**src/hdl/sfe_pkg.sv**
```systemverilog
// Shared types and constants for the 3x3 Sobel edge filter.
package sfe_pkg;

    typedef logic [7:0] t_pix;

    // One window column, top row first
    typedef struct packed {
        t_pix top;
        t_pix mid;
        t_pix bot;
    } t_col;

    // Per-cell control from the position sequencer
    typedef struct packed {
        logic load;
        logic clear;
    } t_cell_ctl;

    // Line store word: row two above and row one above
    typedef struct packed {
        t_pix older;
        t_pix newer;
    } t_ls_word;

    // Result beat payload
    typedef struct packed {
        logic last;
        t_pix vert;
        t_pix horiz;
    } t_result;

    localparam int   CFG_W        = 10;
    localparam int   CFG_RST      = 512;
    localparam int   MIN_DIM      = 3;
    localparam logic ACT_PIXEL    = 1'b0;
    localparam logic ACT_DRAIN    = 1'b1;
    localparam logic REG_WIDTH    = 1'b0;
    localparam logic REG_HEIGHT   = 1'b1;

endpackage

```
**src/hdl/sfe_col_cell.sv**
```systemverilog
// One window column cell: holds three pixels, loads from its right neighbor.
module sfe_col_cell (
    input  logic              i_clk,
    input  logic              i_rst_n,
    input  sfe_pkg::t_cell_ctl i_ctl,
    input  sfe_pkg::t_col     i_col,
    output sfe_pkg::t_col     o_col
);
    import sfe_pkg::*;

    t_col r_col;
    t_col n_col;

    // Clear wins over load
    always_comb begin
        n_col = r_col;
        if (i_ctl.clear) begin
            n_col = '0;
        end else if (i_ctl.load) begin
            n_col = i_col;
        end
    end

    always_ff @(posedge i_clk) begin
        if (!i_rst_n) begin
            r_col <= '0;
        end else begin
            r_col <= n_col;
        end
    end

    assign o_col = r_col;

endmodule

```
**config.mk**
```make
export PLATFORM = sky130hd
export DESIGN_NAME = sfe_col_cell
export DESIGN_NICKNAME = d
export VERILOG_FILES = /design/src/hdl/sfe_pkg.sv /design/src/hdl/sfe_col_cell.sv
export SDC_FILE = /design/constraint.sdc
export NUM_CORES = 1
export LEC_CHECK = 0
export ABC_CLOCK_PERIOD_IN_PS = 810
export BUFFER_PORTS_ARGS = -buffer_cell sky130_fd_sc_hd__buf_2
export CORE_MARGIN = 5
export CORE_UTILIZATION = 42
export CTS_CLUSTER_DIAMETER = 200
export DETAILED_ROUTE_END_ITERATION = 7
export MAX_ROUTING_LAYER = met4
export PLACE_DENSITY = 0.74
export SYNTH_ARGS = -nofsm -noshare
export SYNTH_HDL_FRONTEND = slang
export SYNTH_SLANG_ARGS = --single-unit
```
**constraint.sdc**
```tcl
create_clock -name i_clk -period 0.81 [get_ports i_clk]
set_input_delay 0 -clock i_clk [delete_from_list [all_inputs] [get_ports i_clk]]
set_output_delay 0 -clock i_clk [all_outputs]
set_load 0.02 [all_outputs]
```
==> results.cfg <==
[die]
die_area_mm2 = 0.003157
io_pins = 52
design.core.area_mm2 = 0.002002
die_w_um = 56.19
rows = 16
die_h_um = 56.19
start_util_pct = 44.75

[worst_setup_path]
crit_path_start_kind = flip-flop
critPathKind = flip-flop to output port
endpoint_kind = output port
slowest_delay_ns = 0.37
path_depth = 1
crit_buf_inv = 1
rr_worst_depth = 3
cp_max_fo = 2
regToRegStartpoint = o_col[0]
timing.rr.end = o_col[0]
arrival_ns = 0.80
cp-startpoint = o_col[11]
cp_data_required_time_ns = 0.81
r2r_slack_ns = 0.06
crit_chain = buf_6
critical_path.top_delay_family = flip-flops
crit_slowest_cell = dfxtp_2
crit_end = o_col[11]

[placed_design]
place_hpwl_um = 1383
postPlaceCellArea_mm2 = 0.001134
portBuffers = 51
dp.cells = 153
place.gp.congestion = 0.7472

[logic_synthesis]
synth_top_area_cell = dfxtp_1
ys_ff_latch = 24
syn_nets = 107
synth_area_um2 = 895.9
ys.warnings.count = 0
ys_seq_area_share_pct = 53.63
ys_types = 7
synthTopCellsByArea = dfxtp_1 (54%), mux2i_1 (27%), nor2_1 (10%)
avgSynthCellArea_um2 = 11.34
yosys.area.top_type_share_pct = 53.63
netlist_instances = 79

[drt]
drcViolationCount = 0
vias_per_cell = 4.390
wl_per_cell_um = 12.81
routed_wirelength_um = 2332
final_antenna_net_count = 0
vias = 799
first_iter_violations = 7
first_pass_iters = 4

[timing]
finClkSkew_ns = 0
timing.fmax_mhz = 1248
slew_headroom_pct = 86.82
tightest_slew_ns = 0.1922
setup-violations-final = 0
tns_ns = 0
fin_crit_sh_pct = 98.94
slew_viol_final = 0
grt_setup_unrepaired = yes
post-route-min-period_ns = 0.8014
hold_violations = 0

[grt]
grt.total_usage_pct = 15.90
antenna_found_initial = 0
grt_pass1_wl_um = 3836
grt_pass1_vias = 849
grt_max_degree = 25
grt.overflow.total = 0

[run]
drv_cap = 0

[final_layout]
area_growth_pct = 81.01
final_nets = 184
fin_cells = 182
antenna_cells = 0
layout-drive-gt1-share_pct = 53.55
layout_common_cells = buf_2 (27), buf_6 (25), nor2_1 (24), dlygate4sd3_1 (24), dfxtp_2 (24)
layout_commonest_cell = buf_2
final_area_mm2 = 0.001622
post-route-util_pct = 81.00
largest_reg_flops = 24

[hold_path]
hp-class = input pin to flip-flop

[outcome]
run_status = completed

[power]
p_leak_nw = 0.7793
power_density_mw_per_mm2 = 1565
ir_drop_uv = 1185
total_power_w = 0.002538

[clock_network]
ctsLongestPathBuffers = 2
clkTransAtPathRegs_ns = 0.13
root_buffer = clkbuf_4
clk_latency_ns = 0.31
clock-sinks = 24
cts_buffers = 3
htree_levels = 1
cts_tree = done
per-layer routing:
metal | GRT usage [%] | vias to the layer above | part of all wire (%)
met5 | - | - | 0
met4 | 8.136 | 0 | 1.2
met3 | 1.856 | 2 | 3.7
met2 | 29.88 | 26 | 55
met1 | 15.84 | 363 | 40
li1 | - | 408 | -
final cells by class:
cell class,count,area [µm²]
Tap cell,27,33.78
Timing Repair Buffer,78,684.4
Clock inverter,1,30.03
Multi-Input combinational cell,49,340.3
Fill cell,116,380.4
Clock buffer,3,22.52
Sequential cell,24,510.5
cells in the mapped netlist:
| master | number |
|---|---|
| dfxtp_1 | 24 |
| buf_12 | 2 |
| nor2_1 | 24 |
| buf_2 | 1 |
| mux2i_1 | 24 |
| buf_6 | 3 |
| nand2b_1 | 1 |
repair_timing:
item,4_1_cts,5_1_grt
hold buffers,24,0
endpoints found under the hold margin,24,0
setup endpoints to repair,24,22
setup buffers,1,0
gates cloned,0,0
pin swaps,0,1
gates resized for setup,56,18
worst min-delay path by stage:
stage,startpoint,endpoint,cells after the start
after detailed placement,i_col[9],o_col[9],3
after CTS,i_rst_n,o_col[0],4
after global routing,i_rst_n,o_col[2],4
after global placement,i_col[23],o_col[23],3
final,i_rst_n,o_col[0],4
after floorplan,i_col[20],o_col[20],2
power by group:
part | total [W] | switching, W | internal, W
combinational | 0.000445 | 0.000177 | 0.000268
sequential | 0.00125 | 0.0000280 | 0.00123
clock | 0.000839 | 0.000339 | 0.000500
total | 0.00254 | 0.000544 | 0.00199
metrics by stage:
step | hold slack (ns) | setup WS [ns]
after detailed placement | 0.2484 | 0.1072
after global routing | 0.1763 | -0.02376
after global placement | 0.2339 | 0.1325
after CTS | 0.1386 | 0.0002783
after floorplan | 0.1472 | 0.1646
final | 0.1402 | 0.008622
cells by family after synthesis:
family | Yosys count | share of synthesized area, %
buffers and inverters | 6 | 8.798
DFF | 24 | 53.63
muxes | 24 | 26.82
and+or+nand+nor | 25 | 10.76
(Power assumes the default switching activity.)
