==> config.mk <==
export PLATFORM = sky130hd
export DESIGN_NAME = sfe_kernel
export DESIGN_NICKNAME = d
export VERILOG_FILES = /design/src/hdl/sfe_pkg.sv /design/src/hdl/sfe_kernel.sv
export SDC_FILE = /design/constraint.sdc
export NUM_CORES = 1
export LEC_CHECK = 0
export BUFFER_PORTS_ARGS = -buffer_cell sky130_fd_sc_hd__buf_4
export CORE_MARGIN = 2
export CORE_UTILIZATION = 40
export DETAILED_ROUTE_END_ITERATION = 12
export PLACE_DENSITY = 0.71
export SKIP_LAST_GASP = 1
export SLEW_MARGIN = 25
export SYNTH_ARGS = -nofsm -noshare
export SYNTH_HDL_FRONTEND = slang
export SYNTH_SLANG_ARGS = --single-unit
==> constraint.sdc <==
create_clock -name vclk -period 5.8
set_input_delay 0.58 -clock vclk [all_inputs]
set_output_delay 0.58 -clock vclk [all_outputs]
set_load 0.02 [all_outputs]
==> src/hdl/sfe_pkg.sv <==
// Shared types and constants for the 3x3 Sobel edge filter.
package sfe_pkg;

    typedef logic [7:0] t_pix;

    // One window column, top row first
    typedef struct packed {
        t_pix top;
        t_pix mid;
        t_pix bot;
    } t_col;

    // Per-cell control from the position sequencer
    typedef struct packed {
        logic load;
        logic clear;
    } t_cell_ctl;

    // Line store word: row two above and row one above
    typedef struct packed {
        t_pix older;
        t_pix newer;
    } t_ls_word;

    // Result beat payload
    typedef struct packed {
        logic last;
        t_pix vert;
        t_pix horiz;
    } t_result;

    localparam int   CFG_W        = 10;
    localparam int   CFG_RST      = 512;
    localparam int   MIN_DIM      = 3;
    localparam logic ACT_PIXEL    = 1'b0;
    localparam logic ACT_DRAIN    = 1'b1;
    localparam logic REG_WIDTH    = 1'b0;
    localparam logic REG_HEIGHT   = 1'b1;

endpackage

==> src/hdl/sfe_kernel.sv <==
// Sobel horizontal and vertical kernels over a 3x3 window, clamped to 0..255.
module sfe_kernel (
    input  sfe_pkg::t_col i_left,
    input  sfe_pkg::t_col i_centre,
    input  sfe_pkg::t_col i_right,
    output sfe_pkg::t_pix o_horiz,
    output sfe_pkg::t_pix o_vert
);
    import sfe_pkg::*;

    logic [9:0]         s_upper;
    logic [9:0]         s_lower;
    logic [9:0]         s_leftc;
    logic [9:0]         s_rightc;
    logic signed [10:0] d_horiz;
    logic signed [10:0] d_vert;

    function automatic t_pix clamp_pix(input logic signed [10:0] s);
        t_pix res;
        if (s < 0) begin
            res = '0;
        end else if (s > 11'sd255) begin
            res = 8'hFF;
        end else begin
            res = s[7:0];
        end
        return res;
    endfunction

    // 1-2-1 weighted sums of the outer rows and columns
    always_comb begin
        s_upper  = {2'b0, i_left.top} + {1'b0, i_centre.top, 1'b0} + {2'b0, i_right.top};
        s_lower  = {2'b0, i_left.bot} + {1'b0, i_centre.bot, 1'b0} + {2'b0, i_right.bot};
        s_leftc  = {2'b0, i_left.top} + {1'b0, i_left.mid, 1'b0} + {2'b0, i_left.bot};
        s_rightc = {2'b0, i_right.top} + {1'b0, i_right.mid, 1'b0} + {2'b0, i_right.bot};
        d_horiz  = $signed({1'b0, s_upper}) - $signed({1'b0, s_lower});
        d_vert   = $signed({1'b0, s_leftc}) - $signed({1'b0, s_rightc});
    end

    assign o_horiz = clamp_pix(d_horiz);
    assign o_vert  = clamp_pix(d_vert);

endmodule

==> reports/qor.yml, run 1 <==
status:
  outcome: "finished, final reports clean"
logic_synthesis:
  seq_area_frac_synth: 0
  avgSynthCellArea_um2: 9.01
  synthCells: 279
  synth_top_area_share: 0.494
  synth_area_leaders: "fa_1, inv_1, ha_1, o21a_1, a21oi_1"
  netlist_area_mm2: 0.00251
  synth.distinct_cells: 28
  yosys_warnings: 0
  synthesis.nets: 437
  synth_top_area_cell: "fa_1"
place:
  portBuffers: 80
  placed_cell_area_mm2: 0.00321
  pre_cts_ws_ns: 0.757
  dp_hpwl_um: 4850
  place_inst: 434
  place_congestion: 0.863
routing:
  first_pass_iters: 4
  wl_um: 5040
  wl_per_cell_um: 11.6
  drc: 0
  post_drt_via_cell_ratio: 4.63
  drtIter0Drc: 34
  ant_nets: 0
  vias: 2009
finish:
  stdcell_area_mm2: 0.00321
  layoutNonFillerInstCount: 434
  fill_cells: 560
  final-seq-area_um2: 0
  final_core_utilization: 0.535
  layout-drive-gt1-share: 0.248
  seq_cell_count: 0
  mostFrequentLayoutCell: "inv_1"
  multi_input_area_mm2: 0.00209
  area_growth_pct: 27.6
  clkbuf_count: 0
  diodes: 0
  final_cell_mix: "inv_1, buf_4, fa_1, ha_1, a21oi_1"
  fin_nets: 519
die:
  start_util: 0.419
  num_rows: 28
  die_w_um: 83.3
  die_y_um: 83.3
  boundaryPins: 88
  coreArea_mm2: 0.00599
  dieArea_mm2: 0.00693
cts:
  hold_buffers: 0
  cts_resized: 0
  cts_setup_buffers: 0
hold_path:
  whs_endpoint: "o_horiz[0]"
  hp-class: "input pin to primary output"
  holdCritStartpoint: "i_left[1]"
  hold_depth: 5
grt:
  grt_first_pass_wirelength_um: 8940
  grt_usage: 0.152
  grt_max_degree: 9
  antenna_found_initial: 0
  overflow: 0
  grt_pass1_vias: 2076
power_and_ir_drop:
  peakVddDrop_v: 0.000300
  powerDensity_mw_per_mm2: 412
  fin_total_pwr_mw: 1.32
  leakage_nw: 1.82
timing:
  grt_setup_unrepaired: "no"
  whs_ns: 1.83
  relSlewSlack: 0.550
  hold_viol_final: 0
  fin_ws_ns: 0.699
  fin_crit_ns: 5.10
  slew_violations: 0
  finalCritPeriodShare: 0.880
  clock.fmax_mhz: 196
  worst_pin_slew_ns: 0.675
  setup_tns_ns: 0
  setup_viol: 0
run:
  cap_viol_max_count: 0
critical_path:
  critPathMaxFanout: 8
  crit_arrival_ns: 4.52
  end_kind: "primary output"
  required_ns: 5.22
  worst_setup_path_start_kind: "input pin"
  cp-startpoint: "i_left[0]"
  crit_type: "input pin to primary output"
[routing by layer]
metal | track usage | share of wire | up-vias
met2 | 0.282 | 0.51 | 69
met5 | 0 | 0 | -
met1 | 0.199 | 0.42 | 958
met3 | 0.0229 | 0.076 | 0
li1 | - | - | 982
met4 | 0 | 0 | 0
[kinds of logic after synthesis]
group           Yosys count  share of synthesized area
simple gates             20                     0.0374
compound gates           48                      0.138
mux                       1                    0.00398
buf+inv                 113                      0.169
fa+ha+maj                86                      0.614
xor+xnor                 11                     0.0383
[cell type report]
cell class | instances | share of cell area
Multi-Input combinational cell | 166 | 0.651
Timing Repair Buffer | 80 | 0.187
Tap cell | 75 | 0.0293
Inverter | 113 | 0.132
[critical path, stage by stage]
cell      delay (ns)
buf_4           0.12
fa_1            0.52
inv_1           0.08
fa_1            0.40
fa_1            0.47
ha_1            0.25
fa_1            0.41
a211oi_1        0.33
o21ai_0         0.21
a311oi_1        0.37
xor2_1          0.11
a31o_2          0.33
a21oi_1         0.18
buf_4           0.16
[synth_stat cells, types with 2 or more instances]
cell type	n
nor2_1	10
a211oi_1	3
a21oi_1	15
xnor2_1	6
o21a_1	11
inv_1	113
a211oi_2	2
o21ai_0	6
a21o_1	3
ha_1	24
fa_1	62
or2_2	2
nand2_1	3
xor2_1	5
[worst max path at each step]
stage / to / cells past startpoint
after CTS: o_vert[2] / 14
after detailed placement: o_vert[2] / 14
after global placement: o_vert[6] / 14
final: o_vert[0] / 14
after floorplan: o_vert[0] / 13
after global routing: o_vert[2] / 14
[report_power, final]
| part | leakage (nW) | switching [mW] | internal, mW |
|---|---|---|---|
| clock network | 0 | 0 | 0 |
| registers | 0 | 0 | 0 |
| logic | 1.82 | 0.724 | 0.597 |
(Power assumes the default switching activity.)
==> run 2, diff against run 1 <==
Settings changed: CORE_MARGIN 2 to unset.
==> run 2 against run 1 <==
Against the previous run:
- maximum frequency fell by 0.75%
- sequential cell count unchanged
- non-clock buffer count is the same
- combinational power hardly changed
- sequential share of layout area unchanged
- global-route usage up 1.5 points
- via count decreased by 1.6%
- power down 0.49%
- core utilization unchanged
- critical endpoint is now o_vert[2]
==> reports/qor.yml, run 2 (synthesis results as in run 1) <==
critical_path:
  critical_path.max_stage_delay_ns: 0.52  # about the same
  cp_slowest_cell: "fa_1"  # unchanged
  worst_setup_path_start_kind: "input pin"  # unchanged
  crit_type: "input pin to primary output"  # unchanged
  crit_arrival_ns: 4.56  # was 4.52 ns
  critPathMaxFanout: 8  # unchanged
  cp_common_cell: "fa_1"  # unchanged
  path_cells: "buf_4 -> fa_1 -> inv_1 -> fa_1 -> fa_1 -> ha_1 -> fa_1 -> a211oi_1 -> o21ai_0 -> a311oi_1 -> xor2_1 -> a31o_2 -> a21oi_1 -> buf_4"  # unchanged
  end_kind: "primary output"  # unchanged
  required_ns: 5.22  # about the same
place:
  place_congestion: 0.846  # was 0.863
  portBuffers: 80  # unchanged
  dp_hpwl_um: 4960  # was 4850 µm
grt:
  antenna_found_initial: 0  # unchanged
  grt_usage: 0.167  # was 0.152
  grt_max_degree: 9  # unchanged
  grt_first_pass_wirelength_um: 8570  # was 8940 µm
  overflow: 0  # unchanged
  grt_pass1_vias: 2072  # was 2076
status:
  outcome: "finished, final reports clean"  # unchanged
routing:
  drtIter0Drc: 21  # was 34
  wl_per_cell_um: 11.7  # was 11.6 µm
  drc: 0  # unchanged
  ant_nets: 0  # unchanged
  wl_um: 5080  # was 5040 µm
  post_drt_via_cell_ratio: 4.55  # was 4.63
  first_pass_iters: 4  # unchanged
  vias: 1976  # was 2009
finish:
  seq_cell_count: 0  # unchanged
  final_cell_mix: "inv_1, buf_4, fa_1, ha_1, a21oi_1"  # unchanged
  fin_nets: 519  # unchanged
  multi_input_area_mm2: 0.00209  # unchanged
  diodes: 0  # unchanged
  layout-drive-gt1-share: 0.248  # unchanged
  mostFrequentLayoutCell: "inv_1"  # unchanged
  final-seq-area_um2: 0  # unchanged
  area_growth_pct: 27.6  # unchanged
  clkbuf_count: 0  # unchanged
  final_core_utilization: 0.535  # unchanged
  fill_cells: 562  # was 560
timing:
  hold_viol_final: 0  # unchanged
  fin_crit_ns: 5.14  # was 5.10 ns
  slew_violations: 0  # unchanged
  setup_tns_ns: 0  # unchanged
  grt_setup_unrepaired: "no"  # unchanged
  relSlewSlack: 0.589  # was 0.550
  setup_viol: 0  # unchanged
  finalCritPeriodShare: 0.886  # was 0.880
  whs_ns: 1.84  # was 1.83 ns
  clock.fmax_mhz: 195  # was 196 MHz
  worst_pin_slew_ns: 0.616  # was 0.675 ns
cts:
  cts_resized: 0  # unchanged
  hold_buffers: 0  # unchanged
  cts_setup_buffers: 0  # unchanged
die:
  num_rows: 28  # unchanged
  die_y_um: 81.3  # was 83.3 µm
  dieArea_mm2: 0.00660  # was 0.00693 mm²
  boundaryPins: 88  # unchanged
  die_w_um: 81.3  # was 83.3 µm
  coreArea_mm2: 0.00599  # unchanged
  start_util: 0.419  # unchanged
power_and_ir_drop:
  peakVddDrop_v: 0.000323  # was 0.000300 V
  powerDensity_mw_per_mm2: 410  # was 412 mW/mm²
  leakage_nw: 1.82  # unchanged
hold_path:
  hp-class: "input pin to primary output"  # unchanged
run:
  cap_viol_max_count: 0  # unchanged
[run 2: final timing paths]
path,from,to,slack [ns],cells after the start
max,i_left[0],o_vert[2],0.66,14
min,i_left[1],o_horiz[0],1.84,5
[run 2: worst max-delay path: cells and delay by family]
family / cells / cell delay [ns]
adder cells (fa/ha/maj): 5 / 2.07
AO/OA/AOI/OAI: 5 / 1.43
buffers and inverters: 3 / 0.36
XOR/XNOR: 1 / 0.11
[run 2: per-stage QoR]
stage | setup WS, ns | cells | power, mW | instance area, µm²
after detailed placement | 0.712 | 434 | 1.33 | 3210
after global placement | 0.797 | 434 | 1.30 | 3210
final | 0.660 | 434 | 1.31 | 3210
after floorplan | 1.07 | 279 | 0.977 | 2510
after global routing | 0.463 | 434 | 1.48 | 3210
after CTS | 0.679 | 434 | 1.33 | 3210
[run 2: power breakdown]
| group | internal [mW] | switching (mW) | leakage [nW] |
|---|---|---|---|
| Combinational | 0.597 | 0.717 | 1.82 |
| Sequential | 0 | 0 | 0 |
| Clock | 0 | 0 | 0 |
| Total | 0.597 | 0.717 | 1.82 |
[run 2: routing by layer]
metal	global-route usage	vias to the layer above	part of all wire
met5	0	-	0
met4	0	0	0
met3	0.0315	0	0.081
met2	0.345	65	0.53
met1	0.183	929	0.39
li1	-	982	-
[run 2: layout make-up]
cell class / count / share of cell area
Inverter: 113 / 0.132
Tap cell: 75 / 0.0293
Timing Repair Buffer: 80 / 0.187
Multi-Input combinational cell: 166 / 0.651
